**src/design/lti_pkg.sv**
```systemverilog
// Package for the lux table interpolator: breakpoint table, datapath widths
// and the stage payload structs. No dependencies.
`timescale 1ns / 1ps
`default_nettype none

package lti_pkg;

    localparam int TABLE_POINTS = 9;
    localparam int CODE_BITS    = 12;   // breakpoint codes
    localparam int LUX_BITS     = 18;   // lux * 256
    localparam int W_BITS       = 11;   // widest segment is 1037 codes
    localparam int DX_BITS      = W_BITS;
    localparam int DY_BITS      = 17;   // largest lux step is 105584
    localparam int PROD_BITS    = DX_BITS + DY_BITS;
    localparam int Q_BITS       = DY_BITS;  // quotient stays below dy

    localparam logic [CODE_BITS-1:0] BP_CODE [TABLE_POINTS] = '{
        12'd1, 12'd4, 12'd14, 12'd52, 12'd189, 12'd662, 12'd1699, 12'd2366, 12'd2854
    };

    localparam logic [LUX_BITS-1:0] BP_LUX [TABLE_POINTS] = '{
        18'd259, 18'd799, 18'd2510, 18'd7022, 18'd17804, 18'd59564,
        18'd165148, 18'd249221, 18'd256000
    };

    // Segment picked for one sample; clamps and exact hits carry dx = 0.
    typedef struct packed {
        logic [DX_BITS-1:0]  dx;
        logic [DY_BITS-1:0]  dy;
        logic [W_BITS-1:0]   w;
        logic [LUX_BITS-1:0] y0;
    } seg_t;

    // Divider state: partial remainder and the shared dividend/quotient word.
    typedef struct packed {
        logic [W_BITS-1:0]   rem;
        logic [Q_BITS-1:0]   lq;
        logic [W_BITS-1:0]   w;
        logic [LUX_BITS-1:0] y0;
    } div_t;

endpackage

`default_nettype wire

```
**src/design/lti_sample_if.sv**
```systemverilog
// Sample request channel: valid/ready handshake carrying one ADC sample.
// No dependencies.
`timescale 1ns / 1ps
`default_nettype none

interface lti_sample_if #(
    parameter int SAMPLE_BITS = 12
) ();
    logic                   valid;
    logic                   ready;
    logic [SAMPLE_BITS-1:0] adc_sample;

    modport source (output valid, output adc_sample, input ready);
    modport sink   (input valid, input adc_sample, output ready);
endinterface

`default_nettype wire

```
**src/design/lti_lux_if.sv**
```systemverilog
// Result channel: valid/ready handshake carrying one lux value.
// Depends on lti_pkg.
`timescale 1ns / 1ps
`default_nettype none

interface lti_lux_if ();
    logic                         valid;
    logic                         ready;
    logic [lti_pkg::LUX_BITS-1:0] lux_q8;

    modport source (output valid, output lux_q8, input ready);
    modport sink   (input valid, input lux_q8, output ready);
endinterface

`default_nettype wire

```
**src/design/lux_table_interpolator.sv**
```systemverilog
// Top level: ADC sample to lux through a segment stage, a multiplier stage,
// a pipelined divider and an output adder. Depends on lti_pkg, the two
// channel interfaces, lti_segment, lti_mult and lti_div_stage.
//
//   channel   role    payload               width
//   sample    sink    adc_sample            SAMPLE_BITS
//   lux       source  lux_q8                18
//
// One request enters per cycle while the output is not stalled; the path is
// registered segment, multiply, 17 divider stages (one quotient bit each), output add.
// Reset clears the stage valid bits only; the data registers are not reset.
// Each stage carries its own valid bit and loads whenever it is empty or its
// successor takes its content, so a stalled output fills the pipe from the
// back and bubbles close up; nothing is dropped or repeated.
`timescale 1ns / 1ps
`default_nettype none

module lux_table_interpolator #(
    parameter int SAMPLE_BITS = 12
) (
    input  wire logic   clk,
    input  wire logic   rst_n,
    lti_sample_if.sink  sample,
    lti_lux_if.source   lux
);

    localparam int NDIV = lti_pkg::Q_BITS;

    logic                   seg_valid;
    logic                   seg_ready;
    lti_pkg::seg_t          seg;
    logic                   dv_valid [NDIV+1];
    logic                   dv_ready [NDIV+1];
    lti_pkg::div_t          dv       [NDIV+1];
    logic                   out_valid_reg;
    logic [lti_pkg::LUX_BITS-1:0] lux_reg;
    logic [lti_pkg::LUX_BITS-1:0] lux_next;
    logic                   out_in_ready;

    lti_segment #(
        .SAMPLE_BITS (SAMPLE_BITS)
    ) u_segment (
        .clk        (clk),
        .rst_n      (rst_n),
        .in_valid   (sample.valid),
        .in_ready   (sample.ready),
        .adc_sample (sample.adc_sample),
        .out_valid  (seg_valid),
        .out_ready  (seg_ready),
        .seg        (seg)
    );

    lti_mult u_mult (
        .clk       (clk),
        .rst_n     (rst_n),
        .in_valid  (seg_valid),
        .in_ready  (seg_ready),
        .seg       (seg),
        .out_valid (dv_valid[0]),
        .out_ready (dv_ready[0]),
        .div       (dv[0])
    );

    for (genvar i = 0; i < NDIV; i++)
    begin : g_div
        lti_div_stage u_div (
            .clk       (clk),
            .rst_n     (rst_n),
            .in_valid  (dv_valid[i]),
            .in_ready  (dv_ready[i]),
            .div_in    (dv[i]),
            .out_valid (dv_valid[i+1]),
            .out_ready (dv_ready[i+1]),
            .div_out   (dv[i+1])
        );
    end

    // output register: y0 plus quotient, never above the segment's upper entry
    assign out_in_ready   = !out_valid_reg || lux.ready;
    assign dv_ready[NDIV] = out_in_ready;
    assign lux_next       = dv[NDIV].y0 + lti_pkg::LUX_BITS'(dv[NDIV].lq);

    always_ff @(posedge clk or negedge rst_n)
    begin
        if (!rst_n)
        begin
            out_valid_reg <= 1'b0;
        end
        else if (out_in_ready)
        begin
            out_valid_reg <= dv_valid[NDIV];
        end
    end

    always_ff @(posedge clk)
    begin
        if (out_in_ready && dv_valid[NDIV])
        begin
            lux_reg <= lux_next;
        end
    end

    assign lux.valid  = out_valid_reg;
    assign lux.lux_q8 = lux_reg;

endmodule

`default_nettype wire

```
**src/design/lti_segment.sv**
```systemverilog
// First stage: locates the sample's segment and registers dx, dy, width, y0.
// Depends on lti_pkg.
`timescale 1ns / 1ps
`default_nettype none

module lti_segment #(
    parameter int SAMPLE_BITS = 12
) (
    input  wire logic                   clk,
    input  wire logic                   rst_n,
    input  wire logic                   in_valid,
    output logic                        in_ready,
    input  wire logic [SAMPLE_BITS-1:0] adc_sample,
    output logic                        out_valid,
    input  wire logic                   out_ready,
    output lti_pkg::seg_t               seg
);

    localparam int XW = (SAMPLE_BITS > lti_pkg::CODE_BITS) ? SAMPLE_BITS : lti_pkg::CODE_BITS;
    localparam int LAST = lti_pkg::TABLE_POINTS - 1;

    logic [XW-1:0]  x;
    logic           found;
    logic           valid_reg;
    lti_pkg::seg_t  seg_reg;
    lti_pkg::seg_t  seg_next;

    assign x        = XW'(adc_sample);
    assign in_ready = !valid_reg || out_ready;

    always_comb
    begin
        seg_next.dx = '0;
        seg_next.dy = '0;
        seg_next.w  = lti_pkg::W_BITS'(1);
        seg_next.y0 = lti_pkg::BP_LUX[LAST];
        found       = 1'b0;
        if (x <= XW'(lti_pkg::BP_CODE[0]))
        begin
            seg_next.y0 = lti_pkg::BP_LUX[0];
        end
        else if (x >= XW'(lti_pkg::BP_CODE[LAST]))
        begin
            seg_next.y0 = lti_pkg::BP_LUX[LAST];
        end
        else
        begin
            for (int k = 1; k < lti_pkg::TABLE_POINTS; k++)
            begin
                if (!found && x <= XW'(lti_pkg::BP_CODE[k]))
                begin
                    found = 1'b1;
                    // exact hit or degenerate segment: upper entry, no division
                    if (x == XW'(lti_pkg::BP_CODE[k]) ||
                        lti_pkg::BP_CODE[k] == lti_pkg::BP_CODE[k-1])
                    begin
                        seg_next.y0 = lti_pkg::BP_LUX[k];
                    end
                    else
                    begin
                        seg_next.dx = lti_pkg::DX_BITS'(x - XW'(lti_pkg::BP_CODE[k-1]));
                        seg_next.dy = lti_pkg::DY_BITS'(lti_pkg::BP_LUX[k] -
                                                        lti_pkg::BP_LUX[k-1]);
                        seg_next.w  = lti_pkg::W_BITS'(lti_pkg::BP_CODE[k] -
                                                       lti_pkg::BP_CODE[k-1]);
                        seg_next.y0 = lti_pkg::BP_LUX[k-1];
                    end
                end
            end
        end
    end

    always_ff @(posedge clk or negedge rst_n)
    begin
        if (!rst_n)
        begin
            valid_reg <= 1'b0;
        end
        else if (in_ready)
        begin
            valid_reg <= in_valid;
        end
    end

    always_ff @(posedge clk)
    begin
        if (in_ready && in_valid)
        begin
            seg_reg <= seg_next;
        end
    end

    assign out_valid = valid_reg;
    assign seg       = seg_reg;

endmodule

`default_nettype wire

```
**src/design/lti_mult.sv**
```systemverilog
// Second stage: registered dx * dy product, split into the divider's start state.
// Depends on lti_pkg.
`timescale 1ns / 1ps
`default_nettype none

module lti_mult (
    input  wire logic    clk,
    input  wire logic    rst_n,
    input  wire logic    in_valid,
    output logic         in_ready,
    input  wire lti_pkg::seg_t seg,
    output logic         out_valid,
    input  wire logic    out_ready,
    output lti_pkg::div_t div
);

    logic [lti_pkg::PROD_BITS-1:0] prod;
    logic                          valid_reg;
    lti_pkg::div_t                 div_reg;
    lti_pkg::div_t                 div_next;

    assign in_ready = !valid_reg || out_ready;
    assign prod     = lti_pkg::PROD_BITS'(seg.dx) * lti_pkg::PROD_BITS'(seg.dy);

    // prod < w * 2^Q_BITS, so the top bits already sit below the divisor
    always_comb
    begin
        div_next.rem = prod[lti_pkg::PROD_BITS-1:lti_pkg::Q_BITS];
        div_next.lq  = prod[lti_pkg::Q_BITS-1:0];
        div_next.w   = seg.w;
        div_next.y0  = seg.y0;
    end

    always_ff @(posedge clk or negedge rst_n)
    begin
        if (!rst_n)
        begin
            valid_reg <= 1'b0;
        end
        else if (in_ready)
        begin
            valid_reg <= in_valid;
        end
    end

    always_ff @(posedge clk)
    begin
        if (in_ready && in_valid)
        begin
            div_reg <= div_next;
        end
    end

    assign out_valid = valid_reg;
    assign div       = div_reg;

endmodule

`default_nettype wire

```
**src/design/lti_div_stage.sv**
```systemverilog
// One restoring-division step: retires one quotient bit per register stage.
// Depends on lti_pkg.
`timescale 1ns / 1ps
`default_nettype none

module lti_div_stage (
    input  wire logic     clk,
    input  wire logic     rst_n,
    input  wire logic     in_valid,
    output logic          in_ready,
    input  wire lti_pkg::div_t div_in,
    output logic          out_valid,
    input  wire logic     out_ready,
    output lti_pkg::div_t div_out
);

    logic [lti_pkg::W_BITS:0] trial;
    logic [lti_pkg::W_BITS:0] diff;
    logic                     ge;
    logic                     valid_reg;
    lti_pkg::div_t            div_reg;
    lti_pkg::div_t            div_next;

    assign in_ready = !valid_reg || out_ready;
    assign trial    = {div_in.rem, div_in.lq[lti_pkg::Q_BITS-1]};
    assign diff     = trial - {1'b0, div_in.w};
    assign ge       = trial >= {1'b0, div_in.w};

    always_comb
    begin
        div_next.rem = ge ? diff[lti_pkg::W_BITS-1:0] : trial[lti_pkg::W_BITS-1:0];
        div_next.lq  = {div_in.lq[lti_pkg::Q_BITS-2:0], ge};
        div_next.w   = div_in.w;
        div_next.y0  = div_in.y0;
    end

    always_ff @(posedge clk or negedge rst_n)
    begin
        if (!rst_n)
        begin
            valid_reg <= 1'b0;
        end
        else if (in_ready)
        begin
            valid_reg <= in_valid;
        end
    end

    always_ff @(posedge clk)
    begin
        if (in_ready && in_valid)
        begin
            div_reg <= div_next;
        end
    end

    assign out_valid = valid_reg;
    assign div_out   = div_reg;

endmodule

`default_nettype wire
```
**src/flat_wrapper.sv**
```systemverilog
// flat-port wrapper written by rule: the top's interface ports become plain ports
module lux_table_interpolator_flat 
#(
    parameter int SAMPLE_BITS = 12
)
  (clk, rst_n, sample_valid, sample_adc_sample, sample_ready, lux_valid, lux_lux_q8, lux_ready);
  lti_sample_if #(.SAMPLE_BITS(SAMPLE_BITS)) sample_i ();
  lti_lux_if lux_i ();
  input  wire logic clk;
  input  wire logic rst_n;
  input wire logic [$bits(sample_i.valid)-1:0] sample_valid;
  input wire logic [$bits(sample_i.adc_sample)-1:0] sample_adc_sample;
  output wire logic [$bits(sample_i.ready)-1:0] sample_ready;
  output wire logic [$bits(lux_i.valid)-1:0] lux_valid;
  output wire logic [$bits(lux_i.lux_q8)-1:0] lux_lux_q8;
  input wire logic [$bits(lux_i.ready)-1:0] lux_ready;
  assign sample_i.valid = sample_valid;
  assign sample_i.adc_sample = sample_adc_sample;
  assign sample_ready = sample_i.ready;
  assign lux_valid = lux_i.valid;
  assign lux_lux_q8 = lux_i.lux_q8;
  assign lux_i.ready = lux_ready;
  lux_table_interpolator #(.SAMPLE_BITS(SAMPLE_BITS)) u_core (.clk(clk), .rst_n(rst_n), .sample(sample_i), .lux(lux_i));
endmodule
```
**config.mk**
```make
export PLATFORM = sky130hd
export DESIGN_NAME = lux_table_interpolator_flat
export DESIGN_NICKNAME = d
export VERILOG_FILES = /design/src/design/lti_pkg.sv /design/src/design/lti_sample_if.sv /design/src/design/lti_lux_if.sv /design/src/design/lux_table_interpolator.sv /design/src/design/lti_segment.sv /design/src/design/lti_mult.sv /design/src/design/lti_div_stage.sv /design/src/flat_wrapper.sv
export SDC_FILE = /design/constraint.sdc
export NUM_CORES = 2
export LEC_CHECK = 0
export BUFFER_PORTS_ARGS = -buffer_cell sky130_fd_sc_hd__buf_2
export CORE_ASPECT_RATIO = 1.1
export CORE_UTILIZATION = 35
export DETAILED_ROUTE_END_ITERATION = 7
export HOLD_SLACK_MARGIN = 0.06
export RECOVER_POWER = 100
export SLEW_MARGIN = 10
export SYNTH_ARGS = -nofsm -noshare
export SYNTH_HDL_FRONTEND = slang
export SYNTH_SLANG_ARGS = --single-unit
```
**constraint.sdc**
```tcl
create_clock -name clk -period 6.4 [get_ports clk]
set_input_delay 0.32 -clock clk [delete_from_list [all_inputs] [get_ports clk]]
set_output_delay 0.32 -clock clk [all_outputs]
set_load 0.01 [all_outputs]
```
==> run summary <==
- path class of the lowest-slack min-delay path: in2reg
- die boundary width: 368 um
- number of enable flip-flop cells after synthesis: 1060
- final count of pins violating max slew: 1144
- total standard cell area after synthesis: 51500 sq um
- ranking of synthesized cells by area: sky130_fd_sc_hd__edfxtp_1 (62%), sky130_fd_sc_hd__ha_1 (6.8%), sky130_fd_sc_hd__fa_1 (5.9%)
- most numerous cell on the critical path: sky130_fd_sc_hd__fa_1
- final standard cell count with taps included and fillers excluded: 5915
- Achievable Freq: 167 MHz
- count of cell types in the netlist: 94
- overall die height: 404 um
- wire per inst: 15.3 um
- max FFs per register: 931
- combined buffer and inverter count along the critical path: 3
- number of cells traversed by the worst register-to-register path: 18
- most repeated cell in the gate-level netlist after synthesis: sky130_fd_sc_hd__edfxtp_1
- Least-Margin Pin Slew: 3.30 ns
- wire length of the first global-routing pass: 146000 um
- switching share of power: 0.348
- Placement Rows: 147
- count of yosys warnings during synthesis: 0
- number of clock buffers inserted by TritonCTS: 104
- worst path arrival time: 6.40 ns
- total core area: 146000 sq um
- net switching power figure: 0.00994 W
- number of failing hold endpoints at the final stage: 0
- detailed-router iteration count before antenna repair: 5
- pin count of the biggest net entering global routing: 57
- part of the total power dissipated in the clock network: 0.204
- worst reg2reg endpoint: u_core.u_mult.div[47]
- DRC Markers: 0
- count of final setup violators: 0
- length of routed wiring on met1: 35800 um
- cell family with most CP delay: adder cells
- number of filler cells placed in the layout: 13700
- worst skew pair latency: 0.68 ns
- count of H-tree levels built during CTS: 3
- launch point of the worst hold path: sample_adc_sample[11]
- status: finished with violations
- MaxCap Viol Count: 23
- Cell Int Power: 0.0186 W
- weighted congestion at the end of routability-driven global placement: 0.821
- gr usage total: 0.121
- initial antenna violation count: 12
- commonest cells in the netlist: sky130_fd_sc_hd__edfxtp_1 (1060), sky130_fd_sc_hd__inv_1 (437), sky130_fd_sc_hd__nand2_1 (307)
- main flop type after synthesis: sky130_fd_sc_hd__edfxtp_1
- Cells after DPL: 5713
- power density over the cells: 499 nW/um^2
- clock tree from TritonCTS: built
- Detailed Route Iter0 Violations: 1360
- count of cells resized by post-cts repair: 0
- CTS root buf: sky130_fd_sc_hd__clkbuf_16
- DR WL met3: 2670 um
- Total Negative Setup Slacks: 0 ns
- critical path class: reg2reg
- Max Used Layer: met4
- total vias in the final route: 28100
- relative max-transition margin: -1.20
- port buffer count: 35
- post-synthesis average cell area: 13.6 sq um
- violations in the final reports: max-capacitance violations, max-slew violations
- WL met2: 48700 um
- net count of the mapped netlist: 4236
- wire length reported by the detailed router: 90700 um
- post-detailed-route count of antenna-violating nets: 0
- total overflow reported by the global router: 0
- relative contribution of sequential cells to total power: 0.378
- Req. time, crit path: 6.80 ns
- Via-to-Cell Ratio: 4.76
- clock tree buffer depth: 3
- starting density of the core: 0.353
- fraction of post-synthesis cell area in the top cell type by area: 0.618
- final worst-path cycle share: 0.937
- I/O pin count: 36
- flip-flop and latch count after synthesis: 1080
- LEAKAGE: 22.0 nW
- number of instances in the synthesized netlist: 3787
- Hold Path Depth: 3
- largest voltage drop on the vdd net: 0.586 mV
- capture endpoint of the worst hold path: u_core.u_segment.seg[11]
- biggest cell delay along the critical path: 0.77 ns
- RSZ-0062 raised after global routing: no
- clock period minus worst slack: 6.00 ns
- die outline area: 149000 sq um
- proportion of layout cells with a drive suffix above 1: 0.0713
- layout net count: 4334
- logic gate share of total power: 0.417
- Max Clock Skew: 0.0390 ns
- share of synthesized flip-flops with an asynchronous set or reset: 0.0185
- clock slew at reported path FFs: 0.06 ns
- CTS Hold Bufs: 3
- crit-path cells: nand2_1 > fa_1 > fa_1 > inv_1 > fa_1 > fa_1 > inv_1 > fa_1 > inv_1 > ha_1 > a21o_1 > a2111o_1 > a31o_2 > a31o_2 > a21oi_2 > o21bai_1 > a21o_1 > xor2_1
- multi-input combinational cell area: 17200 sq um
- worst r2r src: u_core.u_segment.seg[50]
- Sequential cell area: 32300 sq um
- cell with the largest stage delay on the worst path: sky130_fd_sc_hd__edfxtp_1
- setup slack of the most critical reg-to-reg path: 0.40 ns
- highest fanout seen on the critical path: 17
- Post-CTS Repair Setup Buffers: 0
- half-perimeter wire length after placement: 66300 um
- synthesis-to-layout area growth: 11.1%
- Sinks on Clock Net: 1080
- CP Launch Type: flip-flop
- kind of end point of the critical path: flip-flop
- number of global-route vias before repair: 28600
- dominant cell type by area after synthesis: sky130_fd_sc_hd__edfxtp_1
- sequential fraction of the synthesis area: 0.628
==> worst register-to-register path, delay by kind of cell (launching register included) <==
| kind | cells | cell delay, ns |
|---|---|---|
| AND/OR/NAND/NOR | 1 | 0.19 |
| flip-flops | 1 | 0.77 |
| buffers and inverters | 3 | 0.15 |
| AO/OA/AOI/OAI | 7 | 1.56 |
| adder cells (fa/ha/maj) | 6 | 2.93 |
| XOR/XNOR | 1 | 0.14 |
==> worst max-delay path by stage <==
| stage | start | to | slack [ns] | depth (start not counted) |
|---|---|---|---|---|
| after floorplan | u_core.lux.valid | u_core.g_div[8].u_div.div_out[0] | 0.65 | 5 |
| after global placement | u_core.u_segment.seg[50] | u_core.u_mult.div[47] | 0.48 | 18 |
| after detailed placement | u_core.u_segment.seg[50] | u_core.u_mult.div[47] | 0.44 | 18 |
| after CTS | u_core.u_segment.seg[50] | u_core.u_mult.div[47] | 0.42 | 18 |
| after global routing | u_core.u_segment.seg[48] | u_core.u_mult.div[56] | 0.13 | 19 |
| final | u_core.u_segment.seg[50] | u_core.u_mult.div[47] | 0.40 | 18 |
==> power by group through the flow <==
stage               clock [W]  sequential (W)  combinational [W]
CTS                   0.00605          0.0108             0.0122
global route          0.00629          0.0110             0.0136
global placement            0          0.0109             0.0119
floorplan                   0          0.0107            0.00944
finish                0.00584          0.0108             0.0119
detailed placement          0          0.0109             0.0121
==> placed cells by master (no fill, tap or decap), types with 72 or more instances in the layout <==
cell type / n
sky130_fd_sc_hd__edfxtp_1: 1060
sky130_fd_sc_hd__inv_1: 439
sky130_fd_sc_hd__nand2_1: 307
sky130_fd_sc_hd__ha_1: 282
sky130_fd_sc_hd__o21ai_0: 163
sky130_fd_sc_hd__fa_1: 151
sky130_fd_sc_hd__nor2_1: 138
sky130_fd_sc_hd__a21oi_1: 133
sky130_fd_sc_hd__clkbuf_16: 105
sky130_fd_sc_hd__and2_1: 94
sky130_fd_sc_hd__xnor2_1: 88
sky130_fd_sc_hd__nor3_1: 72
sky130_fd_sc_hd__o31ai_1: 72
==> per-layer routing <==
metal,GRT usage,vias to the layer above
met5,0,-
li1,-,13800
met1,0.133,13700
met2,0.231,434
met4,0.0512,0
met3,0.0178,179
==> layout make-up <==
| type | instances | share of cell area |
|---|---|---|
| clock buffer | 125 | 0.0472 |
| multi-input combinational | 2182 | 0.300 |
| tap | 1937 | 0.0423 |
| sequential | 1080 | 0.565 |
| timing repair buffer | 77 | 0.00634 |
| inverter | 440 | 0.0288 |
| clock inverter | 66 | 0.0105 |
| antenna | 8 | 0.000350 |
==> kinds of logic after synthesis <==
kind of cell             synth area share
AO/OA/AOI/OAI                      0.0779
XOR/XNOR                           0.0204
adder cells (fa/ha/maj)             0.127
buffers and inverters              0.0397
flip-flops                          0.628
multiplexers                       0.0167
AND/OR/NAND/NOR                    0.0905
==> per-stage QoR <==
stage	power (W)	hold WS [ns]	worst slack, ns	util	instance area, sq um
after detailed placement	0.0230	0.333	0.442	0.371	54100
after global routing	0.0308	0.222	0.131	0.392	57200
after CTS	0.0290	0.0868	0.423	0.393	57400
final	0.0286	0.239	0.405	0.392	57300
after global placement	0.0228	0.318	0.484	0.371	54100
after floorplan	0.0201	0.0244	0.648	-	51500
Note: power is estimated with default switching activity, not from simulation.
